[src/sv/tlci_pkg.sv]
// ----------------------------------------------------------------------------
// tlci_pkg
// Shared types and widths for the two-landmark circle intersection block.
// ----------------------------------------------------------------------------
package tlci_pkg;

  localparam int IN_W   = 112;  // packed input beat, whole bytes
  localparam int OUT_W  = 32;
  localparam int USER_W = 2;

  // Classified item handed from the front end to the arithmetic back end
  typedef struct packed {
    logic signed [14:0] x1;
    logic signed [14:0] y1;
    logic        [14:0] r1;
    logic        [14:0] r2;
    logic signed [15:0] dx;
    logic signed [15:0] dy;
    logic signed [1:0]  sgn;   // side: +1, -1 or 0
    logic               same;  // coincident landmarks
  } tlci_item_t;

endpackage

[src/sv/tlci_front.sv]
// ----------------------------------------------------------------------------
// tlci_front
// Input stage: unpacks a request, forms the baseline and picks the side.
// ----------------------------------------------------------------------------
module tlci_front (
  input  logic                      clk,
  input  logic                      rst,
  input  logic                      s_axis_tvalid,
  output logic                      s_axis_tready,
  input  logic [tlci_pkg::IN_W-1:0] s_axis_tdata,
  output logic                      push,
  output tlci_pkg::tlci_item_t      push_item,
  input  logic                      full
);
  import tlci_pkg::*;

  logic               fv;
  tlci_item_t         item;
  tlci_item_t         item_next;
  logic signed [8:0]  b1;
  logic signed [8:0]  b2;
  logic signed [14:0] x2;
  logic signed [14:0] y2;

  always_comb begin
    b1 = s_axis_tdata[23:15];
    b2 = s_axis_tdata[77:69];
    x2 = s_axis_tdata[92:78];
    y2 = s_axis_tdata[107:93];
    item_next.r1 = s_axis_tdata[14:0];
    item_next.x1 = s_axis_tdata[38:24];
    item_next.y1 = s_axis_tdata[53:39];
    item_next.r2 = s_axis_tdata[68:54];
    item_next.dx = 16'(x2) - 16'(item_next.x1);
    item_next.dy = 16'(y2) - 16'(item_next.y1);
    if (b2 > b1) begin
      item_next.sgn = 2'sd1;
    end else if (b2 < b1) begin
      item_next.sgn = -2'sd1;
    end else begin
      item_next.sgn = 2'sd0;
    end
    item_next.same = (item_next.dx == 16'sd0) && (item_next.dy == 16'sd0);
  end

  assign s_axis_tready = !fv || !full;
  assign push          = fv && !full;
  assign push_item     = item;

  always_ff @(posedge clk) begin
    if (rst) begin
      fv <= 1'b0;
    end else if (s_axis_tready) begin
      fv <= s_axis_tvalid;
    end
    if (s_axis_tvalid && s_axis_tready) begin
      item <= item_next;
    end
  end

endmodule

[config.mk]
export PLATFORM = sky130hd
export DESIGN_NAME = tlci_front
export DESIGN_NICKNAME = d
export VERILOG_FILES = /design/src/sv/tlci_pkg.sv /design/src/sv/tlci_front.sv
export SDC_FILE = /design/constraint.sdc
export NUM_CORES = 1
export LEC_CHECK = 0
export BUFFER_PORTS_ARGS = -buffer_cell sky130_fd_sc_hd__buf_2
export CAP_MARGIN = 20
export CORE_MARGIN = 8
export CORE_UTILIZATION = 44
export CTS_BUF_LIST = sky130_fd_sc_hd__clkbuf_8
export CTS_CLUSTER_DIAMETER = 30
export DETAILED_ROUTE_END_ITERATION = 10
export MAX_ROUTING_LAYER = met4
export PLACE_DENSITY = 0.79
export SYNTH_ARGS = -nofsm -noshare
export SYNTH_HDL_FRONTEND = slang
export SYNTH_SLANG_ARGS = --single-unit
export TNS_END_PERCENT = 30
[constraint.sdc]
create_clock -name clk -period 3 [get_ports clk]
set_input_delay 0.3 -clock clk [delete_from_list [all_inputs] [get_ports clk]]
set_output_delay 0.3 -clock clk [all_outputs]
set_load 0.02 [all_outputs]
==> out/metrics.json <==
{
  "worst_setup_path": {
    "timing_endpoint_of_the_critical_path": "push_item[0]",
    "worst_r2r_endpoint": "push_item[17]",
    "reg2regPathDepth": 3,
    "timing.critical_path.from_type": "input port",
    "critPathCaptureType": "flip-flop",
    "worst-endpoint-required_ns": 3.23,
    "worst_r2r_startpoint": "fv",
    "cp_data_arrival_time_ns": 3.04,
    "crit_path_start": "s_axis_tdata[39]",
    "cp_max_fo": 3,
    "timing.reg2reg.setup_slack_ns": 1.35,
    "path_class": "in2reg"
  },
  "placed_design": {
    "dpl.hpwl_mm": 9.45,
    "placed_cells_incl_taps": 712,
    "place.port_buffers": 208,
    "placedInstanceArea_mm2": 0.00597,
    "detailedPlace.worstSlack_ns": -0.176,
    "gpl.final_weighted_congestion": 0.809
  },
  "die": {
    "die-area_mm2": 0.0142,
    "start_util_pct": 45.4,
    "io_pins": 213,
    "fp.coreArea_mm2": 0.0103,
    "die_h_um": 119,
    "floorplan.rows": 37,
    "die_w_um": 119
  },
  "synthesis": {
    "postSynthAreaPerCell_um2": 13.0,
    "ys_dominant_reg_cell": "sky130_fd_sc_hd__edfxtp_1",
    "postSynthRegisterBits": 96,
    "yosysMostFrequentCell": "sky130_fd_sc_hd__edfxtp_1",
    "ys_async_sr_fraction_pct": 0,
    "synth_compound_gate_area_share_pct": 10.2,
    "synthesis.area_mm2": 0.00469,
    "yosysWarnings": 0,
    "fraction_of_synthesized_cell_area_in_xor_and_xnor_cells_pct": 4.11,
    "synth_top_cell_by_area": "sky130_fd_sc_hd__edfxtp_1",
    "post_synth_fa_ha_maj_area_fraction_pct": 11.3,
    "post_synth_main_area_contributors": "sky130_fd_sc_hd__edfxtp_1, sky130_fd_sc_hd__ha_1, sky130_fd_sc_hd__inv_1",
    "synth-edff-count": 95,
    "synth.area.mux_share_pct": 0.214,
    "syn-num-nets": 518,
    "leading_cell_types_by_count_after_synthesis": "sky130_fd_sc_hd__edfxtp_1, sky130_fd_sc_hd__inv_1, sky130_fd_sc_hd__ha_1",
    "synth_top_family_by_area": "adder cells",
    "synth_largest_type_area_fraction_pct": 60.9,
    "yosysSeqAreaShare_pct": 61.3,
    "gate_count_post_synth": 361,
    "yosys.cell_types.count": 48,
    "synth-simple-area-share_pct": 8.73
  },
  "timing": {
    "max_freq_mhz": 356,
    "timing_hold_violations_final": 0,
    "final.min_clock_period_ns": 2.81,
    "setup_viol": 0,
    "finClkSkew_ns": 0.0120,
    "rsz0062_at_grt": "false",
    "postLayoutSetupSlackWorst_ns": 0.190,
    "timing.slew.headroom_pct": 57.3,
    "fin_crit_sh_pct": 93.7,
    "worst-slew-pin-transition_ns": 0.640,
    "final-max-slew-violation-count": 0
  },
  "clock_tree": {
    "clock_tree.htree_level_count": 3,
    "cts_tree": "done",
    "max-clock-path-buffers": 2,
    "inserted_clock_buffers": 9,
    "clock_latency_ns": 0.36,
    "cts_resized": 0,
    "cts.repair_timing.setup_buffer_count": 0,
    "clk_transition_reported_paths_ns": 0.09,
    "cts_hold_repair.buffers": 0,
    "clk_root_buffer_cell": "sky130_fd_sc_hd__clkbuf_8",
    "cts_sinks": 96
  },
  "final_layout": {
    "final_net_count": 744,
    "finalInstanceArea_mm2": 0.00617,
    "finalCoreUtilization_pct": 59.8,
    "n_antenna_cell": 0,
    "final-instance-count-excl-fill": 728,
    "share_of_cells_above_drive_strength_1_pct": 40.4,
    "area_growth_syn_to_layout_pct": 31.7
  },
  "drt": {
    "dr_pass1_iterations": 4,
    "viasPerCell": 4.90,
    "detail_route.drc_violations": 0,
    "wl_per_cell_um": 15.7,
    "route.vias.total": 3568,
    "drt_iter0_drcs": 140,
    "detail_route.wirelength_mm": 11.4,
    "antenna_left": 0
  },
  "run_status": {
    "status": "complete, no violations"
  },
  "pwr": {
    "power.combinational.fraction_pct": 23.4,
    "power.share.switching_pct": 29.0,
    "sw_pwr_mw": 0.945,
    "power.static_leakage_nw": 2.89,
    "relative_contribution_of_the_clock_network_to_total_power_pct": 26.3,
    "power_per_cell_area_mw_per_mm2": 528,
    "ir_drop_v": 0.000228,
    "share_seq_of_total_power_pct": 50.3,
    "pint_mw": 2.31
  },
  "global_routing": {
    "antenna_violations_before_repair": 0,
    "largest_net_degree_at_the_start_of_global_routing": 52,
    "grt_pass1_wl_mm": 18.0,
    "grt_overflow": 0,
    "track_usage_pct": 16.2,
    "number_of_global_route_vias_before_repair": 3816
  },
  "worst_hold_path": {
    "worst_hold_path_type": "in2reg"
  },
  "flow_run": {
    "max_cap_violations": 0
  }
}
==> stage by stage <==
step	power, mW	hold slack [ns]	TNS (ns)
floorplan	2.15	0.372	0
global route	3.42	0.0858	0
global placement	2.42	0.459	-0.115
finish	3.26	0.105	0
CTS	3.29	0.0845	0
detailed placement	2.44	0.472	-0.176
==> flip-flops by register name, summed over array words and instances (netlist names) <==
register   cells
fv             1
push_item     95
==> area by class of cell <==
cell class | count | area (um2)
clock buffers | 9 | 124
clock inverters | 7 | 78.8
fillers | 873 | 4150
inverters | 49 | 184
multi-input cells | 214 | 1620
flip-flops and latches | 96 | 2870
well taps | 136 | 170
repair buffers | 217 | 1120
==> metal layers <==
metal	wire, um	track usage [%]
met1	4800	18.4
met2	5620	26.8
met3	864	4.44
met4	159	6.25
met5	0	-
==> cell usage in the layout, fill, tap and decap left out, types with 2 or more instances in the layout <==
cell type / n
sky130_fd_sc_hd__o21a_1: 8
sky130_fd_sc_hd__clkinv_4: 3
sky130_fd_sc_hd__or3_1: 2
sky130_fd_sc_hd__fa_1: 2
sky130_fd_sc_hd__nor3_1: 10
sky130_fd_sc_hd__clkbuf_8: 9
sky130_fd_sc_hd__nand2b_1: 2
sky130_fd_sc_hd__inv_1: 49
sky130_fd_sc_hd__inv_6: 2
sky130_fd_sc_hd__xor2_1: 5
sky130_fd_sc_hd__nand4_1: 3
sky130_fd_sc_hd__o31ai_1: 2
sky130_fd_sc_hd__xnor2_1: 17
sky130_fd_sc_hd__edfxtp_1: 95
sky130_fd_sc_hd__o21ai_0: 13
sky130_fd_sc_hd__buf_2: 208
sky130_fd_sc_hd__nor2_1: 25
sky130_fd_sc_hd__a21boi_0: 2
sky130_fd_sc_hd__o2111ai_1: 3
sky130_fd_sc_hd__a21oi_1: 20
sky130_fd_sc_hd__a21o_1: 6
sky130_fd_sc_hd__nor2b_1: 8
sky130_fd_sc_hd__nand3_1: 5
sky130_fd_sc_hd__o31a_1: 2
sky130_fd_sc_hd__nand2_1: 13
sky130_fd_sc_hd__a31oi_1: 3
sky130_fd_sc_hd__o211ai_1: 2
sky130_fd_sc_hd__ha_1: 39
sky130_fd_sc_hd__buf_4: 8
==> power by group through the flow <==
stage	sequential (mW)	clock (mW)	combinational, mW
finish	1.64	0.856	0.762
global route	1.65	0.928	0.840
CTS	1.64	0.883	0.774
detailed placement	1.67	0	0.771
global placement	1.67	0	0.750
floorplan	1.81	0	0.336
==> worst min-delay path by stage <==
stage          startpoint  end  slack (ns)  cells after the start
3_3_place_gp          rst   fv        0.46                      2
6_report              rst   fv        0.10                      2
3_5_place_dp          rst   fv        0.47                      2
4_1_cts               rst   fv        0.08                      2
2_1_floorplan         rst   fv        0.37                      1
5_1_grt               rst   fv        0.09                      2
==> kinds of logic after synthesis <==
logic type / after synthesis
flip-flops: 96
XOR/XNOR: 22
buffers and inverters: 51
AND/OR/NAND/NOR: 79
AO/OA/AOI/OAI: 71
adder cells (fa/ha/maj): 41
multiplexers: 1
==> worst max-delay path, cell delays in order <==
cell and delay (ns):
sky130_fd_sc_hd__buf_2 0.11, sky130_fd_sc_hd__ha_1 0.22, sky130_fd_sc_hd__fa_1 0.41, sky130_fd_sc_hd__nor2b_1 0.21
sky130_fd_sc_hd__o211ai_1 0.17, sky130_fd_sc_hd__a21oi_1 0.24, sky130_fd_sc_hd__xor2_1 0.13, sky130_fd_sc_hd__nor3_1 0.20
sky130_fd_sc_hd__nand4b_1 0.14, sky130_fd_sc_hd__or4_1 0.44, sky130_fd_sc_hd__nor4b_2 0.26, sky130_fd_sc_hd__o2111a_1 0.21
(Power assumes the default switching activity.)
