==> config.mk <==
export PLATFORM = sky130hd
export DESIGN_NAME = tlci_queue
export DESIGN_NICKNAME = d
export VERILOG_FILES = /design/src/sv/tlci_pkg.sv /design/src/sv/tlci_queue.sv
export SDC_FILE = /design/constraint.sdc
export NUM_CORES = 1
export LEC_CHECK = 0
export ABC_AREA = 1
export CAP_MARGIN = 30
export CORE_AREA = 10 10 174 176
export CTS_BUF_LIST = sky130_fd_sc_hd__clkbuf_8 sky130_fd_sc_hd__clkbuf_16
export DETAILED_ROUTE_END_ITERATION = 6
export DIE_AREA = 0 0 184 186
export DONT_BUFFER_PORTS = 1
export GPL_TIMING_DRIVEN = 1
export PLACE_DENSITY = 0.7
export SLEW_MARGIN = 20
export SYNTH_ARGS = -nofsm -noshare
export SYNTH_HDL_FRONTEND = slang
export SYNTH_SLANG_ARGS = --single-unit
==> constraint.sdc <==
create_clock -name clk -period 3.9 [get_ports clk]
set_clock_uncertainty 0.1 [all_clocks]
set_input_delay 0.195 -clock clk [delete_from_list [all_inputs] [get_ports clk]]
set_output_delay 0.195 -clock clk [all_outputs]
set_load 0.05 [all_outputs]
==> src/sv/tlci_pkg.sv <==
// ----------------------------------------------------------------------------
// tlci_pkg
// Shared types and widths for the two-landmark circle intersection block.
// ----------------------------------------------------------------------------
package tlci_pkg;

  localparam int IN_W   = 112;  // packed input beat, whole bytes
  localparam int OUT_W  = 32;
  localparam int USER_W = 2;

  // Classified item handed from the front end to the arithmetic back end
  typedef struct packed {
    logic signed [14:0] x1;
    logic signed [14:0] y1;
    logic        [14:0] r1;
    logic        [14:0] r2;
    logic signed [15:0] dx;
    logic signed [15:0] dy;
    logic signed [1:0]  sgn;   // side: +1, -1 or 0
    logic               same;  // coincident landmarks
  } tlci_item_t;

endpackage

==> src/sv/tlci_queue.sv <==
// ----------------------------------------------------------------------------
// tlci_queue
// Short queue between front end and back end.
// ----------------------------------------------------------------------------
module tlci_queue (
  input  logic                 clk,
  input  logic                 rst,
  input  logic                 push,
  input  tlci_pkg::tlci_item_t push_item,
  output logic                 full,
  input  logic                 pop,
  output tlci_pkg::tlci_item_t pop_item,
  output logic                 empty
);
  import tlci_pkg::*;

  tlci_item_t slots [4];
  logic [1:0] wr_ptr;
  logic [1:0] rd_ptr;
  logic [2:0] count;

  assign full     = (count == 3'd4);
  assign empty    = (count == 3'd0);
  assign pop_item = slots[rd_ptr];

  always_ff @(posedge clk) begin
    if (rst) begin
      wr_ptr <= 2'd0;
      rd_ptr <= 2'd0;
      count  <= 3'd0;
    end else begin
      if (push) wr_ptr <= wr_ptr + 2'd1;
      if (pop)  rd_ptr <= rd_ptr + 2'd1;
      if (push && !pop) begin
        count <= count + 3'd1;
      end else if (pop && !push) begin
        count <= count - 3'd1;
      end
    end
    if (push) begin
      slots[wr_ptr] <= push_item;
    end
  end

endmodule

==> run summary, run 1 <==
Status -> finished, final reports clean
Prevailing post-synth register cell -> edfxtp_1
ANT nets after route -> 0
Setup TNS Final -> 0 ns
Initial antenna violation count -> 2
Max Slew Vio Count -> 0
Max Clock Freq -> 339 MHz
Die height -> 186 µm
Sequential power share -> 0.495
CP arrival -> 2.65 ns
Clk pin slew, worst setup/hold paths -> 0.06 ns
Slowest stage delay, CP -> 0.84 ns
Reg2reg start -> wr_ptr[0]
Drt via density -> 5.65
Final Critical Period -> 2.95 ns
Synthesized area per cell -> 14.9 µm²
Largest fanout on the critical path -> 36
Main area contributors after synthesis -> edfxtp_1 (79%), o21ai_0 (6.2%), nor2_1 (5.1%)
Comb power frac -> 0.140
Placement Setup Slack -> 1.49 ns
Rows -> 60
Commonest cells after routing, fill and taps aside -> edfxtp_1 (380), nor2_1 (196), o21ai_0 (181), buf_4 (103), dlygate4sd3_1 (99)
Initial DRC Count -> 639
Switching Power -> 2.45 mW
First-pass GRT wire length -> 48000 µm
Pleak -> 6.09 nW
Final hold violations -> 0
Final WS setup -> 0.953 ns
Hold Crit Start -> push
Post-CTS setup buffers -> 0
Pin count of the biggest net entering global routing -> 191
Worst vdd ir -> 586 µV
Mapped Nets -> 1081
Final Cell Area -> 17700 µm²
Pwr per Cell Area -> 552 nW/µm²
Wirelength per Cell -> 20.3 µm
Post-Syn Area -> 14500 µm²
Part of the power in the clock network -> 0.365
Num ports -> 196
Layout area overhead -> 21.9%
Setup crit end kind -> primary output
Cts-stage hold buffer count -> 99
Worst-case clock buffer depth -> 3
Top cell by count, worst path -> buf_4
GRT Overall Usage -> 0.179
Vias -> 8665
Synth top area share -> 0.786
Post-route DRC -> 0
Die area -> 34200 µm²
Core Region -> 26700 µm²
Pint -> 7.32 mW
H-tree levels -> 2
Dpl cells -> 1364
MaxCap Viol Count -> 0
Non-Filler Instances -> 1533
WP buf/inv -> 2
CP delay by family, top -> flip-flops
Commonest non-fill, non-tap cell in the layout -> edfxtp_1
Final nets -> 1267
Placement Cell Area -> 15500 µm²
Sw Share -> 0.250
Starting Density -> 0.543
DP Wirelength -> 17000 µm
Unrepaired setup endpoints after global routing -> no
CTS root buffer -> clkbuf_16
Share of layout cells above drive strength 1 -> 0.139
Critical Path Slowest Stage Cell -> dfxtp_2
GP Congestion -> 0.723
Cells after Synth -> 976
Min-delay worst type -> in -> reg
GRT overflow -> 0
Seq/Total Area, Yosys -> 0.799
Final period util -> 0.756
Final setup viols -> 0
CP Launch Type -> flip-flop
Drt pass-1 iters -> 5
CP Class -> reg -> out
Worst skew pair latency -> 0.50 ns
Synth area leader -> edfxtp_1
Asr flop ratio synth -> 0
CTS resizes -> 0
#FFs+latches synth -> 389
Fin util -> 0.662
YS warnings -> 0
WL final -> 31200 µm
Required @ worst endpoint -> 3.61 ns
Rel. slew slack -> 0.434
CTS sink count -> 389
Worst slew pin tran -> 0.844 ns
CP cell instances -> buf_4 -> o21ai_0 -> o22ai_1 -> buf_4
Die Width -> 184 µm
Vias in the first global route -> 8768
Count of input and output buffers -> 0
Post-synth cell types -> 23
Power Total -> 9.76 mW
Number of synthesized flops with an enable pin -> 380
CTS tree -> done
Worst Hold Slack -> 0.166 ns
CTS buffer count -> 38
==> area by class of cell <==
type,instances,area [µm²]
Timing Repair Buffer,207,1860
Fill cell,1820,9030
Inverter,17,78.8
Multi-Input combinational cell,509,2480
Sequential cell,389,11600
Clock buffer,42,1040
Clock inverter,26,204
Tap cell,341,427
Antenna cell,2,5.00
==> power by group through the flow <==
stage / registers, mW / clock network, mW / logic (mW)
final: 4.83 / 3.57 / 1.37
after global placement: 4.91 / 0 / 1.24
after CTS: 4.83 / 3.63 / 1.37
after floorplan: 4.91 / 0 / 0.899
after global routing: 4.84 / 3.82 / 1.46
after detailed placement: 4.92 / 0 / 1.25
==> registers in the layout, summed over array words and instances, names as in the netlist, named ones only <==
register  count
count         3
rd_ptr        2
slots       380
wr_ptr        2
==> path summary, 6_finish.rpt <==
| path | slack, ns | depth (start not counted) | to |
|---|---|---|---|
| setup / recovery | 0.95 | 4 | pop_item[6] |
| hold / removal | 0.17 | 2 | slots[3][4] |
| setup reg to reg | 1.84 | 5 | slots[2][48] |
| hold reg to reg | 0.35 | 1 | flip-flop |
==> Yosys cell counts (5+ instances only) <==
library cell	count
clkbuf_2	8
ha_1	5
clkbuf_1	18
o21ai_1	14
buf_6	13
o22ai_1	95
inv_1	15
buf_2	19
nor2_1	196
edfxtp_1	380
o21ai_0	181
nand2_1	9
dfxtp_1	9
==> kinds of logic after synthesis <==
logic type	share of synthesized area
flops	0.799
compound gates	0.109
simple gates	0.0545
buf+inv	0.0312
fa+ha+maj	0.00569
xor+xnor	0.000604
==> layer usage <==
metal  global-route usage  share of wire  up-vias
met1                0.231           0.42     4234
met5                    0              0        -
met3               0.0470          0.083       49
met4               0.0475          0.017        0
li1                     -              -     4052
met2                0.294           0.48      330
Power figures use the tool's default switching activity.
==> inputs of run 2 (changes only) <==
==> constraint.sdc (replaced) <==
create_clock -name clk -period 3 [get_ports clk]
set_clock_uncertainty 0.1 [all_clocks]
set_input_delay 0.15 -clock clk [delete_from_list [all_inputs] [get_ports clk]]
set_output_delay 0.15 -clock clk [all_outputs]
set_load 0.05 [all_outputs]
==> run 2 against run 1 <==
The run now ends with negative hold slack left. Non-clock buffer count is 5 higher. Utilization is 0.44 points higher. Die area stayed put. Critical path depth is 1 higher. Global-route usage is 0.75 points higher. Wire length is 4.0% higher. Register-to-register slack worse by 0.68 ns. Combinational power is 32% higher.
==> run summary, run 2 (synthesis results as in run 1) <==
Status -> finished, violations left
Failing checks -> negative hold slack
Die height -> 186 µm (unchanged)
Count of input and output buffers -> 0 (unchanged)
GRT overflow -> 0 (unchanged)
Sequential power share -> 0.493 (-0.002)
Max Clock Freq -> 403 MHz
GRT Overall Usage -> 0.186 (+0.00754)
Worst-case clock buffer depth -> 3 (unchanged)
Unrepaired setup endpoints after global routing -> no
Final Critical Period -> 2.48 ns
Worst skew pair latency -> 0.51 ns (about the same)
Non-Filler Instances -> 1546 (+0.85%)
Setup crit end kind -> primary output
Rows -> 60 (unchanged)
Commonest cells after routing, fill and taps aside -> edfxtp_1 (380), nor2_1 (196), o21ai_0 (181), buf_4 (102), dlygate4sd3_1 (99)
Worst Hold Slack -> -0.00466 ns (-0.171 ns)
Sw Share -> 0.256 (+0.00555)
Biggest register -> slots
Share of layout cells above drive strength 1 -> 0.145 (+0.00683)
Required @ worst endpoint -> 2.75 ns (-0.86 ns)
Pwr per Cell Area -> 715 nW/µm² (+30%)
Num ports -> 196 (unchanged)
Reg2reg start -> wr_ptr[1]
Final nets -> 1273 (+0.47%)
Final WS setup -> 0.518 ns (-0.435 ns)
Worst-case reg-to-reg path depth -> 5 (unchanged)
Clk pin slew, worst setup/hold paths -> 0.06 ns (about the same)
Rel. slew slack -> 0.433 (-0.00139)
DP Wirelength -> 18000 µm (+5.9%)
Worst vdd ir -> 554 µV (-5.4%)
Worst Hold Path EP -> slots[0][91]
Initial antenna violation count -> 7 (+5)
First-pass GRT wire length -> 49800 µm (+3.8%)
CTS resizes -> 0 (unchanged)
Commonest non-fill, non-tap cell in the layout -> edfxtp_1
GP Congestion -> 0.763 (+5.5%)
Storage element area -> 11600 µm² (unchanged)
Layout area overhead -> 22.7%
ANT nets after route -> 0 (unchanged)
Drt pass-1 iters -> 5 (unchanged)
CTS buffer count -> 39 (+2.6%)
Fill count -> 1828 (+0.44%)
Max Slew Vio Count -> 0 (unchanged)
CP Launch Type -> flip-flop
Comb power frac -> 0.143 (+0.003)
Leading registers by flop count -> slots x380, count x3
Switching Power -> 3.26 mW (+33%)
Hold Crit Start -> push
Max FFs per register -> 380 (unchanged)
Die area -> 34200 µm² (unchanged)
Dpl cells -> 1369 (+0.37%)
Hold Crit Depth -> 2 (unchanged)
Starting Density -> 0.543 (unchanged)
H-tree levels -> 2 (unchanged)
Pin count of the biggest net entering global routing -> 96 (-50%)
Placement Setup Slack -> 1.09 ns (-0.401 ns)
Final hold violations -> 2 (+2)
Setup TNS Final -> 0 ns (unchanged)
Part of the power in the clock network -> 0.364 (about the same)
Largest fanout on the critical path -> 58 (+61%)
Reg2Reg Setup Slack -> 1.16 ns (-0.68 ns)
Initial DRC Count -> 741 (+16%)
WL final -> 32400 µm (+4.0%)
CP Class -> reg -> out
Worst slew pin tran -> 0.847 ns (+0.00207 ns)
Cts-stage hold buffer count -> 99 (unchanged)
Post-CTS setup buffers -> 0 (unchanged)
MaxCap Viol Count -> 0 (unchanged)
Reg2reg end -> slots[1][51]
Min-delay worst type -> in -> reg
Die Width -> 184 µm (unchanged)
Pleak -> 6.15 nW (+0.97%)
CTS sink count -> 389 (unchanged)
Post-route DRC -> 0 (unchanged)
Pint -> 9.47 mW (+29%)
Core Region -> 26700 µm² (unchanged)
Wirelength per Cell -> 21.0 µm (+3.1%)
CP arrival -> 2.23 ns (-0.42 ns)
Final setup viols -> 0 (unchanged)
Drt via density -> 5.68 (+0.58%)
Vias in the first global route -> 8746 (-0.25%)
Area of the multi-input gates -> 2480 µm² (unchanged)
Final period util -> 0.827
CTS root buffer -> clkbuf_16
Vias -> 8789 (+1.4%)
CTS tree -> done
run 2: final cells by class:
type	count	share of cell area
clock buffer	41	0.0563
tap	341	0.0240
sequential	389	0.651
multi-input combinational	509	0.139
inverter	17	0.00443
antenna	9	0.00126
timing repair buffer	212	0.111
clock inverter	28	0.0129
run 2: metrics by stage:
step	cell area (µm²)	power (mW)	utilization
2_1_floorplan	14500	7.55	-
3_3_place_gp	15600	8.03	0.582
3_5_place_dp	15600	8.05	0.582
4_1_cts	17800	12.8	0.666
5_1_grt	17800	13.2	0.666
6_report	17800	12.7	0.666
run 2: worst max-delay path, stage by stage, from the launching register on:
cell and delay, ns:
dfxtp_4 0.41, inv_6 0.30, buf_12 0.29, o21ai_1 0.11
o22ai_1 0.27, buf_4 0.27
run 2: layer usage:
layer | global-route usage | vias to the layer above | routed length [µm]
li1 | - | 4083 | -
met1 | 0.248 | 4337 | 13700
met2 | 0.296 | 321 | 15400
met3 | 0.0513 | 48 | 2710
met4 | 0.0488 | 0 | 584
met5 | 0 | - | 0
run 2: how the worst max path moves through the flow:
stage	startpoint	to	slack, ns	depth (start not counted)
after floorplan	wr_ptr[0]	slots[2][0]	0.03	4
after global placement	flip-flop	pop_item[85]	1.11	5
after detailed placement	flip-flop	pop_item[85]	1.09	5
after CTS	flip-flop	pop_item[80]	0.55	5
after global routing	flip-flop	pop_item[7]	0.41	4
final	flip-flop	pop_item[80]	0.52	5
run 2: power by group through the flow:
stage | Sequential [mW] | Combinational, mW | Clock [mW]
floorplan | 6.38 | 1.17 | 0
global placement | 6.39 | 1.64 | 0
global route | 6.29 | 1.93 | 4.95
finish | 6.28 | 1.81 | 4.64
detailed placement | 6.39 | 1.66 | 0
CTS | 6.28 | 1.83 | 4.70
